## src/rtl/core/assert_macros.svh

```systemverilog
// Assertion macros for the RTL of the affine patch warp block; used by apwb_back.
`ifndef ASSERT_MACROS_SVH
`define ASSERT_MACROS_SVH

// Same-cycle implication, disabled while reset is high.
`define APWB_ASSERT_IMPL(lbl, ante, cons) \
  lbl: assert property (@(posedge clk) disable iff (rst) (ante) |-> (cons)) \
    else $error("apwb assertion failed");

// Next-cycle implication, disabled while reset is high.
`define APWB_ASSERT_NEXT(lbl, ante, cons) \
  lbl: assert property (@(posedge clk) disable iff (rst) (ante) |=> (cons)) \
    else $error("apwb assertion failed");

`endif

```

## src/rtl/core/apwb_pkg.sv

```systemverilog
// Shared types, widths and codes of the affine patch warp block.
package apwb_pkg;

  localparam int MAX_COLS_DEF   = 128;
  localparam int MAX_ROWS_DEF   = 128;
  localparam int MAX_HALF_DEF   = 4;
  localparam int QUEUE_DEPTH    = 2;

  localparam int CFG_IDX_W  = 2;
  localparam int CFG_DATA_W = 8;
  localparam logic [CFG_IDX_W-1:0] CFG_IMAGE_COLS = 2'd0;
  localparam logic [CFG_IDX_W-1:0] CFG_IMAGE_ROWS = 2'd1;
  localparam logic [CFG_IDX_W-1:0] CFG_HALF_PATCH = 2'd2;

  localparam logic CMD_WRITE = 1'b0;
  localparam logic CMD_WARP  = 1'b1;

  localparam int CENTRE_W = 20;
  localparam int MAT_W    = 16;
  localparam int PROD_W   = 32;   // a*a product
  localparam int DET_W    = 33;
  localparam int DEN_W    = 32;   // |det|
  localparam int DX_W     = 12;   // scaled patch offset
  localparam int MPROD_W  = 28;   // a*dx product
  localparam int NUM_W    = 29;
  localparam int MAG_W    = 26;   // |numerator|
  localparam int FRAC_SH  = 20;
  localparam int DVD_W    = MAG_W + FRAC_SH;
  localparam int PX_W     = 48;
  localparam int WGT_W    = 17;
  localparam int ACC_W    = 24;

  typedef struct packed {
    logic                     command;
    logic [6:0]               pix_x;
    logic [6:0]               pix_y;
    logic [7:0]               pix_value;
    logic signed [MAT_W-1:0]  mat_a00;
    logic signed [MAT_W-1:0]  mat_a01;
    logic signed [MAT_W-1:0]  mat_a10;
    logic signed [MAT_W-1:0]  mat_a11;
    logic [CENTRE_W-1:0]      ref_x;
    logic [CENTRE_W-1:0]      ref_y;
    logic [2:0]               level_ref;
    logic [2:0]               level_cur;
  } in_t;

  typedef struct packed {
    logic [7:0] patch_value;
    logic [5:0] patch_index;
    logic       last;
    logic       status;
  } out_t;

  typedef struct packed {
    logic                     command;
    logic                     wr_ok;
    logic [6:0]               pix_x;
    logic [6:0]               pix_y;
    logic [7:0]               pix_value;
    logic signed [MAT_W-1:0]  a00;
    logic signed [MAT_W-1:0]  a01;
    logic signed [MAT_W-1:0]  a10;
    logic signed [MAT_W-1:0]  a11;
    logic [CENTRE_W-1:0]      cx;
    logic [CENTRE_W-1:0]      cy;
    logic [2:0]               level_cur;
  } qitem_t;

  typedef struct packed {
    logic [7:0] cols;
    logic [7:0] rows;
    logic [2:0] half;
  } geom_t;

endpackage

```

## src/rtl/core/apwb_fifo.sv

```systemverilog
// Short register queue between the front and the back.
module apwb_fifo #(
  parameter int WIDTH = 8,
  parameter int DEPTH = apwb_pkg::QUEUE_DEPTH
) (
  input  logic             clk,
  input  logic             rst,
  input  logic             push_valid,
  output logic             push_ready,
  input  logic [WIDTH-1:0] push_data,
  output logic             pop_valid,
  input  logic             pop,
  output logic [WIDTH-1:0] pop_data
);

  localparam int PTR_W = (DEPTH > 1) ? $clog2(DEPTH) : 1;
  localparam int CNT_W = $clog2(DEPTH + 1);

  logic [WIDTH-1:0] mem [DEPTH];
  logic [PTR_W-1:0] wr_ptr;
  logic [PTR_W-1:0] rd_ptr;
  logic [CNT_W-1:0] count;
  logic             do_push;
  logic             do_pop;

  assign push_ready = (count != CNT_W'(DEPTH));
  assign pop_valid  = (count != '0);
  assign pop_data   = mem[rd_ptr];
  assign do_push    = push_valid && push_ready;
  assign do_pop     = pop && pop_valid;

  always_ff @(posedge clk) begin
    if (rst) begin
      wr_ptr <= '0;
      rd_ptr <= '0;
      count  <= '0;
    end else begin
      if (do_push) begin
        wr_ptr <= (wr_ptr == PTR_W'(DEPTH - 1)) ? '0 : wr_ptr + 1'b1;
      end
      if (do_pop) begin
        rd_ptr <= (rd_ptr == PTR_W'(DEPTH - 1)) ? '0 : rd_ptr + 1'b1;
      end
      if (do_push && !do_pop) begin
        count <= count + 1'b1;
      end else if (do_pop && !do_push) begin
        count <= count - 1'b1;
      end
    end
    if (do_push) begin
      mem[wr_ptr] <= push_data;
    end
  end

endmodule

```

## config.mk

```make
export PLATFORM = sky130hd
export DESIGN_NAME = apwb_fifo
export DESIGN_NICKNAME = d
export VERILOG_FILES = /design/src/rtl/core/assert_macros.svh /design/src/rtl/core/apwb_pkg.sv /design/src/rtl/core/apwb_fifo.sv
export SDC_FILE = /design/constraint.sdc
export NUM_CORES = 1
export LEC_CHECK = 0
export BUFFER_PORTS_ARGS = -buffer_cell sky130_fd_sc_hd__clkbuf_2
export CORE_MARGIN = 8
export CORE_UTILIZATION = 52
export DETAILED_ROUTE_END_ITERATION = 8
export GPL_TIMING_DRIVEN = 0
export PLACE_DENSITY_LB_ADDON = 0.1
export SLEW_MARGIN = 25
export SYNTH_ARGS = -nofsm -noshare
export SYNTH_HDL_FRONTEND = slang
export SYNTH_SLANG_ARGS = --single-unit
```

## constraint.sdc

```tcl
create_clock -name clk -period 4.16 [get_ports clk]
set_input_delay 0.208 -clock clk [delete_from_list [all_inputs] [get_ports clk]]
set_output_delay 0.208 -clock clk [all_outputs]
set_load 0.03 [all_outputs]
```

==> impl_metrics.env <==
export IMPL_status="finished, final reports clean"
export IMPL_start_util=0.548
export IMPL_grt_pass1_wl_um=2130
export IMPL_htreeDepth=1
export IMPL_vias_per_cell=4.93
export IMPL_drt_pass1_iterations=4
export IMPL_grt_pass1_vias=495
export IMPL_timing_hold_violations_final=0
export IMPL_vias=444
export IMPL_yosysWarnings=0
export IMPL_path_class="reg -> reg"
export IMPL_area_growth_pct=18.8
export IMPL_grt_overflow_total=0
export IMPL_cp_required_ns=4.39
export IMPL_gp_congestion=0.658
export IMPL_clkLatencyLatePin_ns=0.29
export IMPL_period_share=0.378
export IMPL_peakVddDrop_uv=353
export IMPL_die_w_um=55.4
export IMPL_slew_headroom=0.739
export IMPL_finalSetupViolCount=0
export IMPL_maxCapViolations=0
export IMPL_clockRootBuffer="clkbuf_4"
export IMPL_hold_buffers=0
export IMPL_wl_per_cell_um=13.1
export IMPL_rsz0062_at_grt="no"
export IMPL_layout_drive_gt1_share=0.486
export IMPL_startpoint_type="flop"
export IMPL_tritoncts="yes"
export IMPL_coreArea_sq_um=1470
export IMPL_crit_fanout=5
export IMPL_setup_tns_ns=0
export IMPL_rows=14
export IMPL_worst_r2r_setup_slack_ns=2.59
export IMPL_ctsLongestPathBuffers=2
export IMPL_ys_seq_area_frac=0.720
export IMPL_cts_sinks=21
export IMPL_dr_first_iter_drc_count=4
export IMPL_antenna_found_initial=0
export IMPL_dp_slack_ns=2.61
export IMPL_fin_crit_ns=1.57
export IMPL_drtAntennaViolNets=0
export IMPL_dieArea_sq_um=3070
export IMPL_io_pins=22
export IMPL_crit_path_end_kind="flop"
export IMPL_io_buffer_count=21
export IMPL_hpwl_um=893
export IMPL_slew_viol_final=0
export IMPL_num_antenna_cells=0
export IMPL_nets=88
export IMPL_cts_buffers=3
export IMPL_worst_pin_slew_ns=0.392
export IMPL_grt_max_degree=12
export IMPL_p_leak_nw=0.392
export IMPL_timing_final_ws_setup_ns=2.59
export IMPL_clock_skew_ns=0.00319
export IMPL_drc=0
export IMPL_synth_avg_cell_area_sq_um=16.4
export IMPL_worst_endpoint_arrival_ns=1.80
export IMPL_yosys_register_bits=21
export IMPL_cts_resized=0
export IMPL_syn_num_nets=62
export IMPL_fmax_ghz=0.635
export IMPL_hold_ws_ns=0.0997
export IMPL_clk_pin_slew_worst_paths_ns=0.11
export IMPL_track_usage=0.0829
export IMPL_post_cts_setup_buffer_count=0
export IMPL_hp_class="in -> reg"
export IMPL_die_h_um=55.4
export IMPL_total_power_mw=0.607
export IMPL_synthesis_area_sq_um=806
export IMPL_routed_wl_um=1180
export IMPL_power_density_nw_per_um2=634
export IMPL_yosysUniqueCellTypes=17
export IMPL_syn_inst=49
[cell type report]
| cell class | count | area, sq um |
|---|---|---|
| plain buffers | 1 | 5.00 |
| well taps | 16 | 20.0 |
| flip-flops and latches | 21 | 581 |
| inverters | 1 | 3.75 |
| repair buffers | 21 | 105 |
| clock buffers | 4 | 26.3 |
| fillers | 128 | 514 |
| multi-input cells | 26 | 216 |
[through the flow]
stage | util | instances | cell area, sq um
finish | 0.651 | 90 | 957
global route | 0.651 | 90 | 957
CTS | 0.651 | 90 | 957
detailed placement | 0.633 | 86 | 931
global placement | 0.633 | 86 | 931
floorplan | - | 49 | 806
[metal layers]
layer	GRT usage	wire [um]	vias to the layer above
met4	0.0317	0	0
met3	0.0388	71	0
li1	-	-	232
met2	0.135	569	15
met5	0	0	-
met1	0.0913	537	197
[state kept, by name (all words and copies together), names as in the netlist, named ones only]
name / flops
mem: 16
wr_ptr: 1
count: 2
rd_ptr: 1
[critical path, stage by stage, from the launching register on]
cell	delay (ns)
dfxtp_1	0.37
nand2b_4	0.17
and2_1	0.16
ha_1	0.31
or3_1	0.38
a21oi_1	0.14
[logic make-up (layout without fill, tap and decap cells)]
group,after synthesis,after routing,share of synthesized area
buffers and inverters,2,27,0.0109
AOI/OAI and AO/OA,5,5,0.0373
muxes,8,8,0.112
DFF,21,21,0.721
and+or+nand+nor,9,9,0.0714
xor gates and xnor gates,3,3,0.0326
adders and majority gates,1,1,0.0155
[placed cells by master (no fill, tap or decap)]
cell      instances
clkbuf_1          1
clkbuf_2         21
dfxtp_1           5
inv_1             1
xor2_1            3
nand2b_4          1
and3_1            1
or2_2             1
buf_2             1
and2_1            1
or3_1             1
a21bo_2           1
nor2_1            3
ha_1              1
mux2_2            8
clkbuf_4          3
nand3b_1          1
o21ai_0           2
a21oi_1           2
edfxtp_1         16
[cell usage after synthesis, drive strengths merged]
master,number,share of area
edfxtp,16,0.60
mux2,8,0.11
dfxtp,5,0.12
nor2,3,0.014
xor2,3,0.033
a21oi,2,0.012
o21ai,2,0.012
a21bo,1,0.012
and2,1,0.0078
and3,1,0.0078
buf,1,0.0062
ha,1,0.016
inv,1,0.0047
nand2b,1,0.017
nand3b,1,0.0093
or2,1,0.0078
or3,1,0.0078
[power by group]
| group | leakage [nW] | switching, mW | internal (mW) |
|---|---|---|---|
| Sequential | 0.191 | 0.0185 | 0.266 |
| Combinational | 0.186 | 0.141 | 0.0895 |
| Clock | 0.0150 | 0.0552 | 0.0372 |
[final timing paths]
path | from | endpoint | cells after the start
min reg2reg | rd_ptr | flop | 2
max | count[0] | count[1] | 5
max reg2reg | count[0] | count[1] | 5
min | push_data[4] | mem[1][4] | 1
(Power assumes the default switching activity.)
