File: config.mk
export PLATFORM = sky130hd
export DESIGN_NAME = apwb_front
export DESIGN_NICKNAME = d
export VERILOG_FILES = /design/src/rtl/core/assert_macros.svh /design/src/rtl/core/apwb_pkg.sv /design/src/rtl/core/apwb_front.sv
export SDC_FILE = /design/constraint.sdc
export NUM_CORES = 1
export LEC_CHECK = 0
export ABC_AREA = 1
export BUFFER_PORTS_ARGS = -buffer_cell sky130_fd_sc_hd__buf_2
export CAP_MARGIN = 20
export CORE_ASPECT_RATIO = 0.8
export CORE_MARGIN = 2
export CORE_UTILIZATION = 45
export DETAILED_ROUTE_END_ITERATION = 10
export PLACE_DENSITY_LB_ADDON = 0.08
export SETUP_SLACK_MARGIN = 0.05
export SYNTH_ARGS = -nofsm -noshare
export SYNTH_HDL_FRONTEND = slang
export SYNTH_SLANG_ARGS = --single-unit
File: constraint.sdc
create_clock -name clk -period 8.5 [get_ports clk]
set_clock_uncertainty 0.1 [all_clocks]
set_input_delay 0.425 -clock clk [delete_from_list [all_inputs] [get_ports clk]]
set_output_delay 0.425 -clock clk [all_outputs]
set_load 0.01 [all_outputs]
File: src/rtl/core/assert_macros.svh
// Assertion macros for the RTL of the affine patch warp block; used by apwb_back.
`ifndef ASSERT_MACROS_SVH
`define ASSERT_MACROS_SVH

// Same-cycle implication, disabled while reset is high.
`define APWB_ASSERT_IMPL(lbl, ante, cons) \
  lbl: assert property (@(posedge clk) disable iff (rst) (ante) |-> (cons)) \
    else $error("apwb assertion failed");

// Next-cycle implication, disabled while reset is high.
`define APWB_ASSERT_NEXT(lbl, ante, cons) \
  lbl: assert property (@(posedge clk) disable iff (rst) (ante) |=> (cons)) \
    else $error("apwb assertion failed");

`endif

File: src/rtl/core/apwb_pkg.sv
// Shared types, widths and codes of the affine patch warp block.
package apwb_pkg;

  localparam int MAX_COLS_DEF   = 128;
  localparam int MAX_ROWS_DEF   = 128;
  localparam int MAX_HALF_DEF   = 4;
  localparam int QUEUE_DEPTH    = 2;

  localparam int CFG_IDX_W  = 2;
  localparam int CFG_DATA_W = 8;
  localparam logic [CFG_IDX_W-1:0] CFG_IMAGE_COLS = 2'd0;
  localparam logic [CFG_IDX_W-1:0] CFG_IMAGE_ROWS = 2'd1;
  localparam logic [CFG_IDX_W-1:0] CFG_HALF_PATCH = 2'd2;

  localparam logic CMD_WRITE = 1'b0;
  localparam logic CMD_WARP  = 1'b1;

  localparam int CENTRE_W = 20;
  localparam int MAT_W    = 16;
  localparam int PROD_W   = 32;   // a*a product
  localparam int DET_W    = 33;
  localparam int DEN_W    = 32;   // |det|
  localparam int DX_W     = 12;   // scaled patch offset
  localparam int MPROD_W  = 28;   // a*dx product
  localparam int NUM_W    = 29;
  localparam int MAG_W    = 26;   // |numerator|
  localparam int FRAC_SH  = 20;
  localparam int DVD_W    = MAG_W + FRAC_SH;
  localparam int PX_W     = 48;
  localparam int WGT_W    = 17;
  localparam int ACC_W    = 24;

  typedef struct packed {
    logic                     command;
    logic [6:0]               pix_x;
    logic [6:0]               pix_y;
    logic [7:0]               pix_value;
    logic signed [MAT_W-1:0]  mat_a00;
    logic signed [MAT_W-1:0]  mat_a01;
    logic signed [MAT_W-1:0]  mat_a10;
    logic signed [MAT_W-1:0]  mat_a11;
    logic [CENTRE_W-1:0]      ref_x;
    logic [CENTRE_W-1:0]      ref_y;
    logic [2:0]               level_ref;
    logic [2:0]               level_cur;
  } in_t;

  typedef struct packed {
    logic [7:0] patch_value;
    logic [5:0] patch_index;
    logic       last;
    logic       status;
  } out_t;

  typedef struct packed {
    logic                     command;
    logic                     wr_ok;
    logic [6:0]               pix_x;
    logic [6:0]               pix_y;
    logic [7:0]               pix_value;
    logic signed [MAT_W-1:0]  a00;
    logic signed [MAT_W-1:0]  a01;
    logic signed [MAT_W-1:0]  a10;
    logic signed [MAT_W-1:0]  a11;
    logic [CENTRE_W-1:0]      cx;
    logic [CENTRE_W-1:0]      cy;
    logic [2:0]               level_cur;
  } qitem_t;

  typedef struct packed {
    logic [7:0] cols;
    logic [7:0] rows;
    logic [2:0] half;
  } geom_t;

endpackage

File: src/rtl/core/apwb_front.sv
// Front stage: accepts transactions, decodes them and prepares queue entries.
module apwb_front #(
  parameter int MAX_COLS = apwb_pkg::MAX_COLS_DEF,
  parameter int MAX_ROWS = apwb_pkg::MAX_ROWS_DEF
) (
  input  logic             clk,
  input  logic             rst,
  input  logic             in_valid,
  output logic             in_ready,
  input  apwb_pkg::in_t    in_data,
  output logic             q_valid,
  input  logic             q_ready,
  output apwb_pkg::qitem_t q_item
);

  logic             fr_valid;
  apwb_pkg::qitem_t fr_item;
  apwb_pkg::qitem_t dec;

  // The centre is floored to the reference pyramid level here.
  always_comb begin
    dec.command   = in_data.command;
    dec.wr_ok     = (int'(in_data.pix_x) < MAX_COLS) && (int'(in_data.pix_y) < MAX_ROWS);
    dec.pix_x     = in_data.pix_x;
    dec.pix_y     = in_data.pix_y;
    dec.pix_value = in_data.pix_value;
    dec.a00       = in_data.mat_a00;
    dec.a01       = in_data.mat_a01;
    dec.a10       = in_data.mat_a10;
    dec.a11       = in_data.mat_a11;
    dec.cx        = in_data.ref_x >> in_data.level_ref;
    dec.cy        = in_data.ref_y >> in_data.level_ref;
    dec.level_cur = in_data.level_cur;
  end

  assign in_ready = !fr_valid || q_ready;
  assign q_valid  = fr_valid;
  assign q_item   = fr_item;

  always_ff @(posedge clk) begin
    if (rst) begin
      fr_valid <= 1'b0;
    end else if (in_ready) begin
      fr_valid <= in_valid;
    end
    if (in_valid && in_ready) begin
      fr_item <= dec;
    end
  end

endmodule

==> summary.txt <==
Pwr
  • LEAKAGE: roughly 3.3 nW
  • Proportion of power drawn by combinational gates: 0.116
  • Switching Share: 0.257
  • Clock power share: 0.411
  • Sequential power share: 0.473
  • Power Dens Cells: 226 nW/um2
  • Pint: 1.21 mW
  • Switching Power: 0.419 mW
  • Peak VDD IR: 0.129 mV

Global routing
  • GR Overflow Total: 0
  • Initial antenna violation count: 0
  • Global-route wire length before repair: 21.4 mm
  • Number of global-route vias before repair: 3832
  • Largest net degree at the start of global routing: 75
  • Total Routing Usage GR: 0.224

Setup path
  • Critical path's most frequent cell: buf_4
  • Critical path endpoint category: flop
  • CP cell instances: a21oi_4 > buf_4 > buf_4
  • CP delay by family, top: buffers and inverters
  • Critical path class: flop to flop
  • Buf/Inv on CP: 2
  • Worst setup startpoint: q_valid
  • Reg-to-reg critical path startpoint: q_valid
  • Crit path max-delay cell type: buf_4
  • Max stage delay on crit path: roughly 0.84 ns
  • Critical path fanouts, max: 74
  • Startpoint types: flop
  • Worst endpoint required time: 8.43 ns
  • Arrival time worst endpoint: 2.40 ns

Die
  • Die X: 125 um
  • DIE HEIGHT: 101 um
  • Core area: 11500 um2
  • Io pins: 270
  • Starting Density: 0.458
  • Die ar.: 12600 um2
  • Rows: 35

Min path
  • Beginning of the worst hold path: rst
  • Type of the worst min-delay path: primary input to flop

STA
  • Min Tclk post-route: 2.47 ns
  • Hold Vio Cnt, Final: 0
  • Finish-stage setup viols: 0
  • Tightest Pin Transition: between 1 and 1.5 ns
  • Count of pins over their slew limit: 0
  • Fin Setup TNS: 0 ns
  • RSZ-0062 raised after global routing: false
  • Fmax achieved: 405 MHz
  • Period utilisation layout: 0.290
  • Worst slew margin: 0.307

Logic synthesis
  • Compound-Gate Fraction of Synth Area: 0.00190
  • Adder-Cell Fraction of Synth Area: 0
  • Cell Area, Synth: 5260 um2
  • Top FF cell, synth: edfxtp_1
  • Synth Area in Simple Gates: 0.221
  • EDFF count, synth: 130
  • Post-synth cell types: 15
  • Top cells by area, synth: edfxtp_1 (74%), nand3_1 (13%), nand2_1 (8.6%)
  • Synth Area in XOR/XNOR: 0
  • Synthesized area per cell: around 12 um2
  • Seq cells post-synth: 131
  • Ys async rst share: 0
  • Most common cell in the netlist: nand3_1
  • Synth Instances: between 400 and 500
  • Most frequent cells after synthesis: nand3_1 (132), edfxtp_1 (130), nand2_1 (121)
  • Syn nets: roughly 560
  • Area share of the largest cell type after synthesis: 0.743
  • Main combinational cell family by area after synthesis: simple AND/OR/NAND/NOR gates
  • Post-synth top area cell: edfxtp_1
  • Register area share after synthesis: 0.746
  • Mux cell area share after synthesis: 0
  • Yosys warns: 0

Route
  • DRC violations left: 0
  • Post-DR vias/cell: 5.10
  • Final wirelength: 14.5 mm
  • Antenna viol nets, final: 0
  • 1st-iter DRT viols: 500
  • WL/cell: ~17 um
  • Routed vias: around 4300
  • 1st-pass router iterations: 5

Final layout
  • Synth-to-Final Area Change: 37.3%
  • # diodes: 0
  • Design Area, Final: 7220 um2
  • Share of cells above drive strength 1: 0.432
  • Post-layout nets: 828

Status
  • Status: finished, final reports clean

CTS
  • H-tree Lvls: 4
  • CTS tree: yes
  • Longest Clk Path Bufs: 2
  • Hold buffer count at CTS: 0
  • TritonCTS Sinks: approximately 130
  • Post-CTS sizing: 0
  • Inserted Clock Buffers: 17
  • Post-CTS setup buffer count: 0
  • Clock transition at path regs: about 0.060 ns
  • Latest clock arrival within the worst-skew pair: 0.41 ns
  • Clock root buffer: clkbuf_16

Place
  • Cell area after placement: ~6700 um2
  • I/O Buffers: 268
  • DP HPWL: about 10 mm
  • Final Wtd Congestion: 0.870

Run
  • Max-cap violations: 0
[cell families (layout without fill, tap and decap cells)]
group	after synthesis	in the layout
AO/OA/AOI/OAI	2	2
flip-flops	131	131
AND/OR/NAND/NOR	263	263
buffers and inverters	30	307
other	1	1
[power by group through the flow]
stage | clock, mW | sequential (mW) | combinational (mW)
5_1_grt | 0.720 | 0.777 | 0.207
3_3_place_gp | 0 | 0.786 | 0.186
4_1_cts | 0.686 | 0.774 | 0.190
2_1_floorplan | 0 | 0.820 | 0.0724
6_report | 0.671 | 0.773 | 0.189
3_5_place_dp | 0 | 0.787 | 0.189
[per-stage QoR]
stage | util | total power [mW] | worst slack (ns) | cells | hold slack (ns)
6_report | 0.629 | 1.63 | 6.03 | 852 | 0.0672
5_1_grt | 0.629 | 1.70 | 5.90 | 852 | 0.0613
4_1_cts | 0.629 | 1.65 | 6.03 | 852 | 0.0501
3_5_place_dp | 0.581 | 0.976 | 5.83 | 820 | 0.429
3_3_place_gp | 0.581 | 0.972 | 5.91 | 820 | 0.410
2_1_floorplan | - | 0.892 | 1.01 | 427 | 0.394
[cell type report]
cell class / instances / area, um2
Multi-Input combinational cell: 266 / 1180
Fill cell: 1005 / 4250
Timing Repair Buffer: 270 / 1360
Clock buffer: 17 / 425
Tap cell: 148 / 185
Sequential cell: 131 / 3920
Clock inverter: 15 / 125
Inverter: 5 / 18.8
[layout by cell type, fill, tap and decap left out, drive strengths merged]
cell type / instances
edfxtp: 130
clkinv: 6
nand3: 132
nand2: 121
nor3: 2
buf: 270
nor2: 6
clkbuf: 17
clkinvlp: 4
dfxtp: 1
inv: 10
a21oi: 2
nand4: 2
conb: 1
[state kept, by name, indices dropped and copies added (netlist names)]
signal / count
q_valid: 1
q_item: 130
[per-layer routing]
layer	wire length [um]	track usage	vias to the layer above
met4	228	0.0769	0
li1	-	-	2075
met5	0	0	-
met3	1340	0.0796	18
met2	6860	0.344	232
met1	6110	0.301	2024
[worst paths after layout]
check / endpoint / slack (ns) / cells after the start
setup reg to reg: q_item[26] / 6.03 / 3
hold / removal: q_valid / 0.07 / 2
hold reg to reg: q_valid / 0.45 / 2
setup / recovery: q_item[26] / 6.03 / 3
[worst reg2reg max path: cells and delay by family (launching register included)]
| kind | cells | cell delay (ns) |
|---|---|---|
| compound gates | 1 | 0.14 |
| flops | 1 | 0.35 |
| buf+inv | 2 | 1.45 |
Power figures use the tool's default switching activity.
